<file path="config.mk">
export PLATFORM = sky130hd
export DESIGN_NAME = hbridge_drive_mode_control
export DESIGN_NICKNAME = d
export VERILOG_FILES = /design/src/sv/hbdmc_pkg.sv /design/src/sv/hbdmc_ctrl.sv /design/src/sv/hbdmc_dpath.sv /design/src/sv/hbridge_drive_mode_control.sv
export SDC_FILE = /design/constraint.sdc
export NUM_CORES = 1
export LEC_CHECK = 0
export ABC_AREA = 0
export BUFFER_PORTS_ARGS = -buffer_cell sky130_fd_sc_hd__clkbuf_2
export CAP_MARGIN = 20
export CORE_MARGIN = 8
export CORE_UTILIZATION = 60
export CTS_CLUSTER_DIAMETER = 40
export CTS_CLUSTER_SIZE = 20
export DETAILED_ROUTE_END_ITERATION = 10
export GPL_TIMING_DRIVEN = 0
export PLACE_DENSITY = 0.86
export SETUP_SLACK_MARGIN = 0.05
export SLEW_MARGIN = 10
export SYNTH_ARGS = -nofsm -noshare
export SYNTH_HDL_FRONTEND = slang
export SYNTH_SLANG_ARGS = --single-unit
</file>
<file path="constraint.sdc">
create_clock -name clk -period 13.4 [get_ports clk]
set_clock_uncertainty 0.05 [all_clocks]
set_input_delay 2.01 -clock clk [delete_from_list [all_inputs] [get_ports clk]]
set_output_delay 2.01 -clock clk [all_outputs]
set_load 0.05 [all_outputs]
</file>
<file path="src/sv/hbdmc_pkg.sv">
`default_nettype none

package hbdmc_pkg;

  // Port table size and field widths
  localparam int PORT_COUNT = 6;
  localparam int PORT_W     = 3;
  localparam int DUTY_W     = 16;
  localparam int LIMIT_W    = 15;
  localparam int CMP_W      = 12;

  localparam logic [LIMIT_W-1:0] DUTY_LIMIT_RESET = 15'd10000;

  // Divide by ten: (mag * 52429) >> 19, exact for all 15-bit magnitudes
  localparam logic [15:0] DIV10_MUL   = 16'd52429;
  localparam int          DIV10_SHIFT = 19;

  // Command opcodes
  localparam logic [2:0] OP_SET_DUTY = 3'd0;
  localparam logic [2:0] OP_COAST    = 3'd1;
  localparam logic [2:0] OP_BRAKE    = 3'd2;
  localparam logic [2:0] OP_PIN      = 3'd3;
  localparam logic [2:0] OP_UNPIN    = 3'd4;
  localparam logic [2:0] OP_STATUS   = 3'd5;

  // Port modes
  localparam logic [1:0] MODE_COAST = 2'd0;
  localparam logic [1:0] MODE_BRAKE = 2'd1;
  localparam logic [1:0] MODE_PWM   = 2'd2;

  // Status codes
  localparam logic [1:0] ST_OK    = 2'd0;
  localparam logic [1:0] ST_INVAL = 2'd1;
  localparam logic [1:0] ST_RANGE = 2'd2;
  localparam logic [1:0] ST_BUSY  = 2'd3;

  // Bridge pin drive codes
  localparam logic [1:0] DRV_LOW  = 2'd0;
  localparam logic [1:0] DRV_HIGH = 2'd1;
  localparam logic [1:0] DRV_PWM  = 2'd2;

  // Controller to datapath commands
  typedef struct packed {
    logic load;
    logic commit;
  } ctl_cmd_t;

  // Datapath to controller status
  typedef struct packed {
    logic out_free;
  } dp_stat_t;

  // One result word
  typedef struct packed {
    logic              via_brake;
    logic              compare_written;
    logic              compare_on_pin2;
    logic [CMP_W-1:0]  compare_value;
    logic [1:0]        pin2_drive;
    logic [1:0]        pin1_drive;
    logic              is_pinned;
    logic [DUTY_W-1:0] duty_now;
    logic [1:0]        port_mode;
    logic [1:0]        status;
  } result_t;

endpackage

`default_nettype wire

</file>
<file path="src/sv/hbdmc_ctrl.sv">
`default_nettype none

module hbdmc_ctrl
  import hbdmc_pkg::*;
(
  input  wire logic     clk,
  input  wire logic     rst,
  input  wire logic     in_valid,
  output logic          in_ready,
  input  wire dp_stat_t stat,
  output ctl_cmd_t      cmd
);

  typedef enum logic [1:0] {
    S_IDLE = 2'b01,
    S_EXEC = 2'b10
  } state_t;

  state_t state;
  state_t state_next;

  // Capture a command word in idle, execute it once the output register is free
  always_comb begin
    state_next = state;
    in_ready   = 1'b0;
    cmd.load   = 1'b0;
    cmd.commit = 1'b0;
    case (state)
      S_IDLE: begin
        in_ready = 1'b1;
        if (in_valid) begin
          cmd.load   = 1'b1;
          state_next = S_EXEC;
        end
      end
      S_EXEC: begin
        if (stat.out_free) begin
          cmd.commit = 1'b1;
          state_next = S_IDLE;
        end
      end
      default: begin
        state_next = S_IDLE;
      end
    endcase
  end

  always_ff @(posedge clk) begin
    if (rst) begin
      state <= S_IDLE;
    end else begin
      state <= state_next;
    end
  end

  a_commit_in_exec: assert property (@(posedge clk) disable iff (rst)
    cmd.commit |-> state == S_EXEC)
    else $error("commit outside execute state");

  a_load_to_exec: assert property (@(posedge clk) disable iff (rst)
    (in_valid && in_ready) |=> state == S_EXEC)
    else $error("accepted word not executed next");

  a_no_load_busy: assert property (@(posedge clk) disable iff (rst)
    state == S_EXEC |-> !cmd.load)
    else $error("word captured while executing");

endmodule

`default_nettype wire

</file>
<file path="src/sv/hbdmc_dpath.sv">
`default_nettype none

module hbdmc_dpath
  import hbdmc_pkg::*;
(
  input  wire logic              clk,
  input  wire logic              rst,
  input  wire ctl_cmd_t          cmd,
  output dp_stat_t               stat,
  input  wire logic [2:0]        opcode,
  input  wire logic [PORT_W-1:0] port,
  input  wire logic [DUTY_W-1:0] duty_request,
  input  wire logic [1:0]        supply_sign,
  input  wire logic              cfg_wr_en,
  input  wire logic [LIMIT_W-1:0] cfg_wr_data,
  input  wire logic              out_ready,
  output logic                   out_valid,
  output result_t                out_word
);

  logic [2:0]        in_op;
  logic [PORT_W-1:0] in_port;
  logic [DUTY_W-1:0] in_duty;
  logic [1:0]        in_sign;
  logic [LIMIT_W-1:0] duty_limit;

  logic [PORT_COUNT-1:0][1:0]        mode_store;
  logic [PORT_COUNT-1:0][DUTY_W-1:0] duty_store;
  logic [PORT_COUNT-1:0]             pin_store;

  logic              out_full;

  logic [1:0]        cur_mode;
  logic [DUTY_W-1:0] cur_duty;
  logic              cur_pin;
  logic              bad_port;
  logic [DUTY_W:0]   req_mag;
  logic              over_range;
  logic [DUTY_W-1:0] limit_ext;
  logic [DUTY_W-1:0] tgt;
  logic [DUTY_W-1:0] tgt_abs;
  logic [LIMIT_W+15:0] div_prod;
  logic [CMP_W-1:0]  div_q;
  logic              do_drive;
  logic [1:0]        st;
  logic [1:0]        new_mode;
  logic [DUTY_W-1:0] new_duty;
  logic              new_pin;
  logic              cmp_wr;
  logic              brake_flag;
  logic [1:0]        p1;
  logic [1:0]        p2;
  result_t           res;

  // Capture the command word
  always_ff @(posedge clk) begin
    if (cmd.load) begin
      in_op   <= opcode;
      in_port <= port;
      in_duty <= duty_request;
      in_sign <= supply_sign;
    end
  end

  // Duty limit register
  always_ff @(posedge clk) begin
    if (rst) begin
      duty_limit <= DUTY_LIMIT_RESET;
    end else if (cfg_wr_en) begin
      duty_limit <= cfg_wr_data;
    end
  end

  // Read the addressed port's entry
  always_comb begin
    cur_mode = MODE_COAST;
    cur_duty = '0;
    cur_pin  = 1'b0;
    for (int i = 0; i < PORT_COUNT; i++) begin
      if ({1'b0, in_port} == (PORT_W+1)'(i)) begin
        cur_mode = mode_store[i];
        cur_duty = duty_store[i];
        cur_pin  = pin_store[i];
      end
    end
  end

  assign bad_port  = {1'b0, in_port} >= (PORT_W+1)'(PORT_COUNT);
  assign req_mag   = in_duty[DUTY_W-1] ? ((DUTY_W+1)'(0) - {1'b1, in_duty})
                                       : {1'b0, in_duty};
  assign over_range = req_mag > (DUTY_W+1)'(duty_limit);
  assign limit_ext = DUTY_W'(duty_limit);

  // Drive target: requested duty, or the rail value for pin supply
  always_comb begin
    if (in_op == OP_PIN) begin
      tgt = in_sign[1] ? (DUTY_W'(0) - limit_ext) : limit_ext;
    end else begin
      tgt = in_duty;
    end
  end

  // Compare ticks: magnitude over ten by reciprocal multiply
  assign tgt_abs  = tgt[DUTY_W-1] ? (DUTY_W'(0) - tgt) : tgt;
  assign div_prod = tgt_abs[LIMIT_W-1:0] * DIV10_MUL;
  assign div_q    = div_prod[DIV10_SHIFT +: CMP_W];

  // Decode the command against the port's current state
  always_comb begin
    st         = ST_OK;
    new_mode   = cur_mode;
    new_duty   = cur_duty;
    new_pin    = cur_pin;
    do_drive   = 1'b0;
    cmp_wr     = 1'b0;
    brake_flag = 1'b0;
    case (in_op)
      OP_SET_DUTY: begin
        if (over_range) begin
          st = ST_RANGE;
        end else if (cur_pin) begin
          st = ST_BUSY;
        end else begin
          do_drive = 1'b1;
        end
      end
      OP_COAST: begin
        if (!cur_pin) begin
          new_mode = MODE_COAST;
          new_duty = '0;
        end
      end
      OP_BRAKE: begin
        if (cur_pin) begin
          st = ST_BUSY;
        end else begin
          new_mode = MODE_BRAKE;
          new_duty = '0;
        end
      end
      OP_PIN: begin
        if (in_sign == 2'b00) begin
          st = ST_INVAL;
        end else begin
          do_drive = 1'b1;
          new_pin  = 1'b1;
        end
      end
      OP_UNPIN: begin
        new_pin  = 1'b0;
        new_mode = MODE_COAST;
        new_duty = '0;
      end
      OP_STATUS: begin
      end
      default: begin
        st = ST_INVAL;
      end
    endcase

    // Zero brakes; same sign in pwm rewrites compare; else brake then drive
    if (do_drive) begin
      if (tgt == '0) begin
        new_mode = MODE_BRAKE;
        new_duty = '0;
      end else if (cur_mode == MODE_PWM && cur_duty != '0 &&
                   cur_duty[DUTY_W-1] == tgt[DUTY_W-1]) begin
        cmp_wr   = 1'b1;
        new_duty = tgt;
      end else begin
        brake_flag = 1'b1;
        cmp_wr     = 1'b1;
        new_mode   = MODE_PWM;
        new_duty   = tgt;
      end
    end
  end

  // Pin drive from the resulting mode and duty sign
  always_comb begin
    p1 = DRV_LOW;
    p2 = DRV_LOW;
    case (new_mode)
      MODE_BRAKE: begin
        p1 = DRV_HIGH;
        p2 = DRV_HIGH;
      end
      MODE_PWM: begin
        if (!new_duty[DUTY_W-1]) begin
          p1 = DRV_PWM;
          p2 = DRV_HIGH;
        end else begin
          p1 = DRV_HIGH;
          p2 = DRV_PWM;
        end
      end
      default: begin
      end
    endcase
  end

  // Assemble the result; a bad port reports nothing but the error
  always_comb begin
    res = '0;
    if (bad_port) begin
      res.status = ST_INVAL;
    end else begin
      res.status          = st;
      res.port_mode       = new_mode;
      res.duty_now        = new_duty;
      res.is_pinned       = new_pin;
      res.pin1_drive      = p1;
      res.pin2_drive      = p2;
      res.compare_value   = cmp_wr ? div_q : '0;
      res.compare_on_pin2 = cmp_wr & tgt[DUTY_W-1];
      res.compare_written = cmp_wr;
      res.via_brake       = brake_flag;
    end
  end

  // Write back the addressed entry
  always_ff @(posedge clk) begin
    if (rst) begin
      mode_store <= '0;
      duty_store <= '0;
      pin_store  <= '0;
    end else if (cmd.commit && !bad_port) begin
      for (int i = 0; i < PORT_COUNT; i++) begin
        if ({1'b0, in_port} == (PORT_W+1)'(i)) begin
          mode_store[i] <= new_mode;
          duty_store[i] <= new_duty;
          pin_store[i]  <= new_pin;
        end
      end
    end
  end

  // Output register
  always_ff @(posedge clk) begin
    if (cmd.commit) begin
      out_word <= res;
    end
  end

  always_ff @(posedge clk) begin
    if (rst) begin
      out_full <= 1'b0;
    end else if (cmd.commit) begin
      out_full <= 1'b1;
    end else if (out_ready) begin
      out_full <= 1'b0;
    end
  end

  assign out_valid     = out_full;
  assign stat.out_free = !out_full || out_ready;

  a_commit_fills: assert property (@(posedge clk) disable iff (rst)
    cmd.commit |=> out_full)
    else $error("commit did not fill output register");

  a_store_hold: assert property (@(posedge clk) disable iff (rst)
    !cmd.commit |=> ($stable(mode_store) && $stable(duty_store) && $stable(pin_store)))
    else $error("port table changed without commit");

  a_cmp_pwm: assert property (@(posedge clk) disable iff (rst)
    res.compare_written |-> res.port_mode == MODE_PWM)
    else $error("compare written outside pwm mode");

endmodule

`default_nettype wire

</file>
<file path="src/sv/hbridge_drive_mode_control.sv">
// H-bridge drive mode controller, one command word per port operation.
// Input stream (s_axis): a command names a port and one of set duty, coast,
// brake, pin supply, unpin or status. Output stream (m_axis): one result
// word per command with status, the port's mode, duty, pin flag, pin drive
// codes and any compare value written.
// The duty limit register is written through cfg_wr_en / cfg_wr_data; the
// user must do so only while no command is in flight, which the block does
// not enforce. The compare value is the duty magnitude over ten. Each word
// is captured on acceptance and executed once the output register is free,
// which registers its result; no new word is accepted while one executes.
// The output register holds a result while the next command is captured;
// if m_axis_tready stays low, execution of that command waits and
// s_axis_tready stays low until the held result is taken.
// Reset: every port coasts with zero duty and unpinned, duty limit 10000,
// no result pending.
`default_nettype none

module hbridge_drive_mode_control
  import hbdmc_pkg::*;
(
  input  wire logic        clk,
  input  wire logic        rst,
  // opcode[2:0], port[5:3], duty_request[21:6], supply_sign[23:22]
  input  wire logic [23:0] s_axis_tdata,
  input  wire logic        s_axis_tvalid,
  output logic             s_axis_tready,
  // status[1:0], port_mode[3:2], duty_now[19:4], is_pinned[20],
  // pin1_drive[22:21], pin2_drive[24:23], compare_value[36:25],
  // compare_on_pin2[37], compare_written[38], via_brake[39]
  output logic [39:0]      m_axis_tdata,
  output logic             m_axis_tvalid,
  input  wire logic        m_axis_tready,
  input  wire logic        cfg_wr_en,
  input  wire logic [14:0] cfg_wr_data
);

  ctl_cmd_t cmd;
  dp_stat_t stat;
  result_t  out_word;

  hbdmc_ctrl u_ctrl (
    .clk      (clk),
    .rst      (rst),
    .in_valid (s_axis_tvalid),
    .in_ready (s_axis_tready),
    .stat     (stat),
    .cmd      (cmd)
  );

  hbdmc_dpath u_dpath (
    .clk          (clk),
    .rst          (rst),
    .cmd          (cmd),
    .stat         (stat),
    .opcode       (s_axis_tdata[2:0]),
    .port         (s_axis_tdata[5:3]),
    .duty_request (s_axis_tdata[21:6]),
    .supply_sign  (s_axis_tdata[23:22]),
    .cfg_wr_en    (cfg_wr_en),
    .cfg_wr_data  (cfg_wr_data),
    .out_ready    (m_axis_tready),
    .out_valid    (m_axis_tvalid),
    .out_word     (out_word)
  );

  // Pack the result word, status field lowest
  assign m_axis_tdata = out_word;

endmodule

`default_nettype wire

</file>
==> impl_metrics.yaml <==
outcome:
  outcome: "finished, final reports clean"
cts:
  cts_tree: "yes"
  ctsResizeCount: 0
  clock_path_buffers: 2
  cts_hold_buf: 0
  cts_setup_buffers: 0
  clk_pin_slew_worst_paths_ps: 80
  ctsRootBufferMaster: "clkbuf_16"
  numCtsBuffers: 17
  htreeDepth: 4
  numClockSinks: 196
  clock_latency_ps: 450
worst_setup_path:
  crit_required_ps: 13550
  r2r_cells: 31
  crit_fanout: 10
  startpoint_type: "flop"
  reg2reg_to: "u_dpath.out_word[35]"
  slowest_stage: "a2111oi_0"
  cpMostUsedCell: "fa_1"
  startpoint: "u_dpath.in_op[0]"
  reg2reg_from: "u_dpath.in_op[0]"
  cpPeakStageDelay_ps: 860
  cp-end-kind: "flop"
  arrival_ps: 9650
  endpoint: "u_dpath.out_word[35]"
  path_class: "reg -> reg"
  reg2reg_slack_ps: 3900
synthesis:
  synth_top_area_share_pct: 19.8
  ys_warn_count: 0
  synth_commonest_cells: "dfxtp_1, inv_1, ha_1"
  avgSynthCellArea_um2: 9.54
  synth_nets: 1629
  yosysTopAreaCell: "dfxtp_1"
  synth_edf_count: 64
  ys_seq_area_share_pct: 34.2
  syn_inst: 1401
  ys_ff_latch: 196
  synthDistinctLibCells: 82
  syn_area_um2: 13400
  synth_area_leaders: "dfxtp_1, edfxtp_1, ha_1"
  synthFlopType: "dfxtp_1"
  async_flop_share_pct: 0
sta:
  final_max_slew_viol_count: 0
  clock.fmax_mhz: 105
  min_period_over_period_pct: 70.9
  final.setup.tns_ps: 0
  tightestPinTransition_ps: 959
  layout_min_cycle_time_ps: 9500
  hold_viol: 0
  setup_viol: 0
  max_slew_margin_pct: 34.4
  rsz0062_at_grt: "false"
routing:
  ant_nets: 0
  dr.pass1.iters: 6
  vias: 11180
  wirelength_um: 35800
  via_per_inst: 6.22
  drt-wirelength-per-cell_um: 19.9
  route.detailed.drc: 0
  drtIter0Drc: 1259
pwr:
  vdd_ir_drop_max_uv: 333
  power_leakage_nw: 6.38
  p_per_area_nw_per_um2: 293
  total_power_w: 0.00433
final_layout:
  area_growth_pct: 10.5
  final_nets: 1733
  final_util_pct: 67.7
  drive_gt1_share_pct: 11.7
  nFillCells: 1726
  fin_cells: 1798
  num_antenna_cells: 0
grt:
  grt_overflow: 0
  grt_usage_pct: 26.8
  grt_max_degree: 41
  grt_pass1_vias: 11265
  grt_pass1_wl_um: 57700
  antenna_found_initial: 0
floorplanning:
  core_area_um2: 21800
  die_h_um: 165
  start_util_pct: 61.2
  ios: 86
  die_x_um: 165
  rows: 54
  die_area_um2: 27300
flow_run:
  max_cap_viol_count: 0
placed_design:
  dp_hpwl_um: 27800
  dp_cells: 1765
  port_buffers: 84
  globalplace.congestion: 0.979
hold_path:
  hp-class: "reg -> reg"
## worst max-delay path: cells and delay by family (launching register included)
family | cells | cell delay [ps]
buffers and inverters | 6 | 1290
and+or+nand+nor | 8 | 1260
xor gates and xnor gates | 2 | 600
DFF | 1 | 320
AOI/OAI and AO/OA | 8 | 2660
adders and majority gates | 7 | 3070
## layout make-up
type	count	area, um^2	area share [%]
flip-flops and latches	196	4560	30.9
clock inverters	14	159	1.08
plain buffers	79	335	2.27
inverters	134	503	3.41
well taps	280	350	2.37
multi-input cells	992	7960	53.9
repair buffers	85	448	3.03
clock buffers	18	450	3.05
## worst min-delay path by stage
stage	to	startpoint	slack (ps)	depth (start not counted)
after floorplan	u_dpath.mode_store[7]	u_dpath.mode_store[7]	400	2
after global placement	u_dpath.mode_store[7]	u_dpath.mode_store[7]	400	2
after CTS	u_dpath.mode_store[7]	u_dpath.mode_store[7]	430	2
final	u_dpath.mode_store[7]	u_dpath.mode_store[7]	430	2
after global routing	u_dpath.mode_store[7]	u_dpath.mode_store[7]	450	2
after detailed placement	u_dpath.mode_store[7]	u_dpath.mode_store[7]	410	2
## power breakdown
| group | total (W) | switching (W) | internal [W] |
|---|---|---|---|
| logic | 0.00315 | 0.00179 | 0.00136 |
| clock network | 0.000529 | 0.000266 | 0.000263 |
| registers | 0.000649 | 0.0000119 | 0.000637 |
| total | 0.00433 | 0.00206 | 0.00226 |
## layout by cell type, fill, tap and decap left out, types with 7 or more instances in the layout
cell,count
dfxtp_1,132
inv_1,131
ha_1,128
a21oi_1,118
nor2_1,110
o21ai_0,107
clkbuf_2,85
edfxtp_1,64
fa_1,56
clkbuf_1,55
nand2_1,50
mux2i_1,39
xnor2_1,39
a211oi_1,38
a21o_1,23
nor2b_1,22
nand3_1,18
nor3_1,18
xor2_1,18
clkbuf_16,18
nand2b_1,14
mux2_2,14
buf_2,12
nand4_1,12
o211ai_1,11
and2_1,11
a31oi_1,9
o31ai_1,9
nor4_1,8
or4_1,7
a22oi_1,7
a41oi_1,7
o21a_1,7
## registers in the layout (all words and copies together), names as in the netlist
name,cells
u_dpath.mode_store,12
u_dpath.out_word,40
u_dpath.in_sign,2
u_dpath.duty_limit,15
u_dpath.in_port,3
u_dpath.out_valid,1
u_dpath.duty_store,96
u_dpath.in_op,3
u_ctrl.state,2
u_dpath.pin_store,6
u_dpath.in_duty,16
## stage by stage
stage | worst slack, ps | hold WS (ps) | cell area (um^2)
after global placement | 4160 | 404 | 14100
after CTS | 4000 | 430 | 14700
after global routing | 3100 | 448 | 14800
final | 3900 | 432 | 14800
after floorplan | 5390 | 396 | 13400
after detailed placement | 4020 | 412 | 14100
## cells by family after synthesis
group                    count (synthesis)  synth area share [%]
AO/OA/AOI/OAI                          391                  18.7
XOR/XNOR                                59                  4.03
adder cells (fa/ha/maj)                184                  20.4
buffers and inverters                  213                  6.27
flip-flops                             196                  34.2
multiplexers                            60                  5.28
AND/OR/NAND/NOR                        298                  11.2
## layer usage
layer	GRT usage (%)	part of all wire [%]	vias to the layer above
met3	4.69	7.6	66
met1	34.7	42	5402
met5	0	0	-
met2	44.4	48	507
li1	-	-	5205
met4	9.54	2.7	0
No activity file was read; power rests on OpenSTA's default activity.
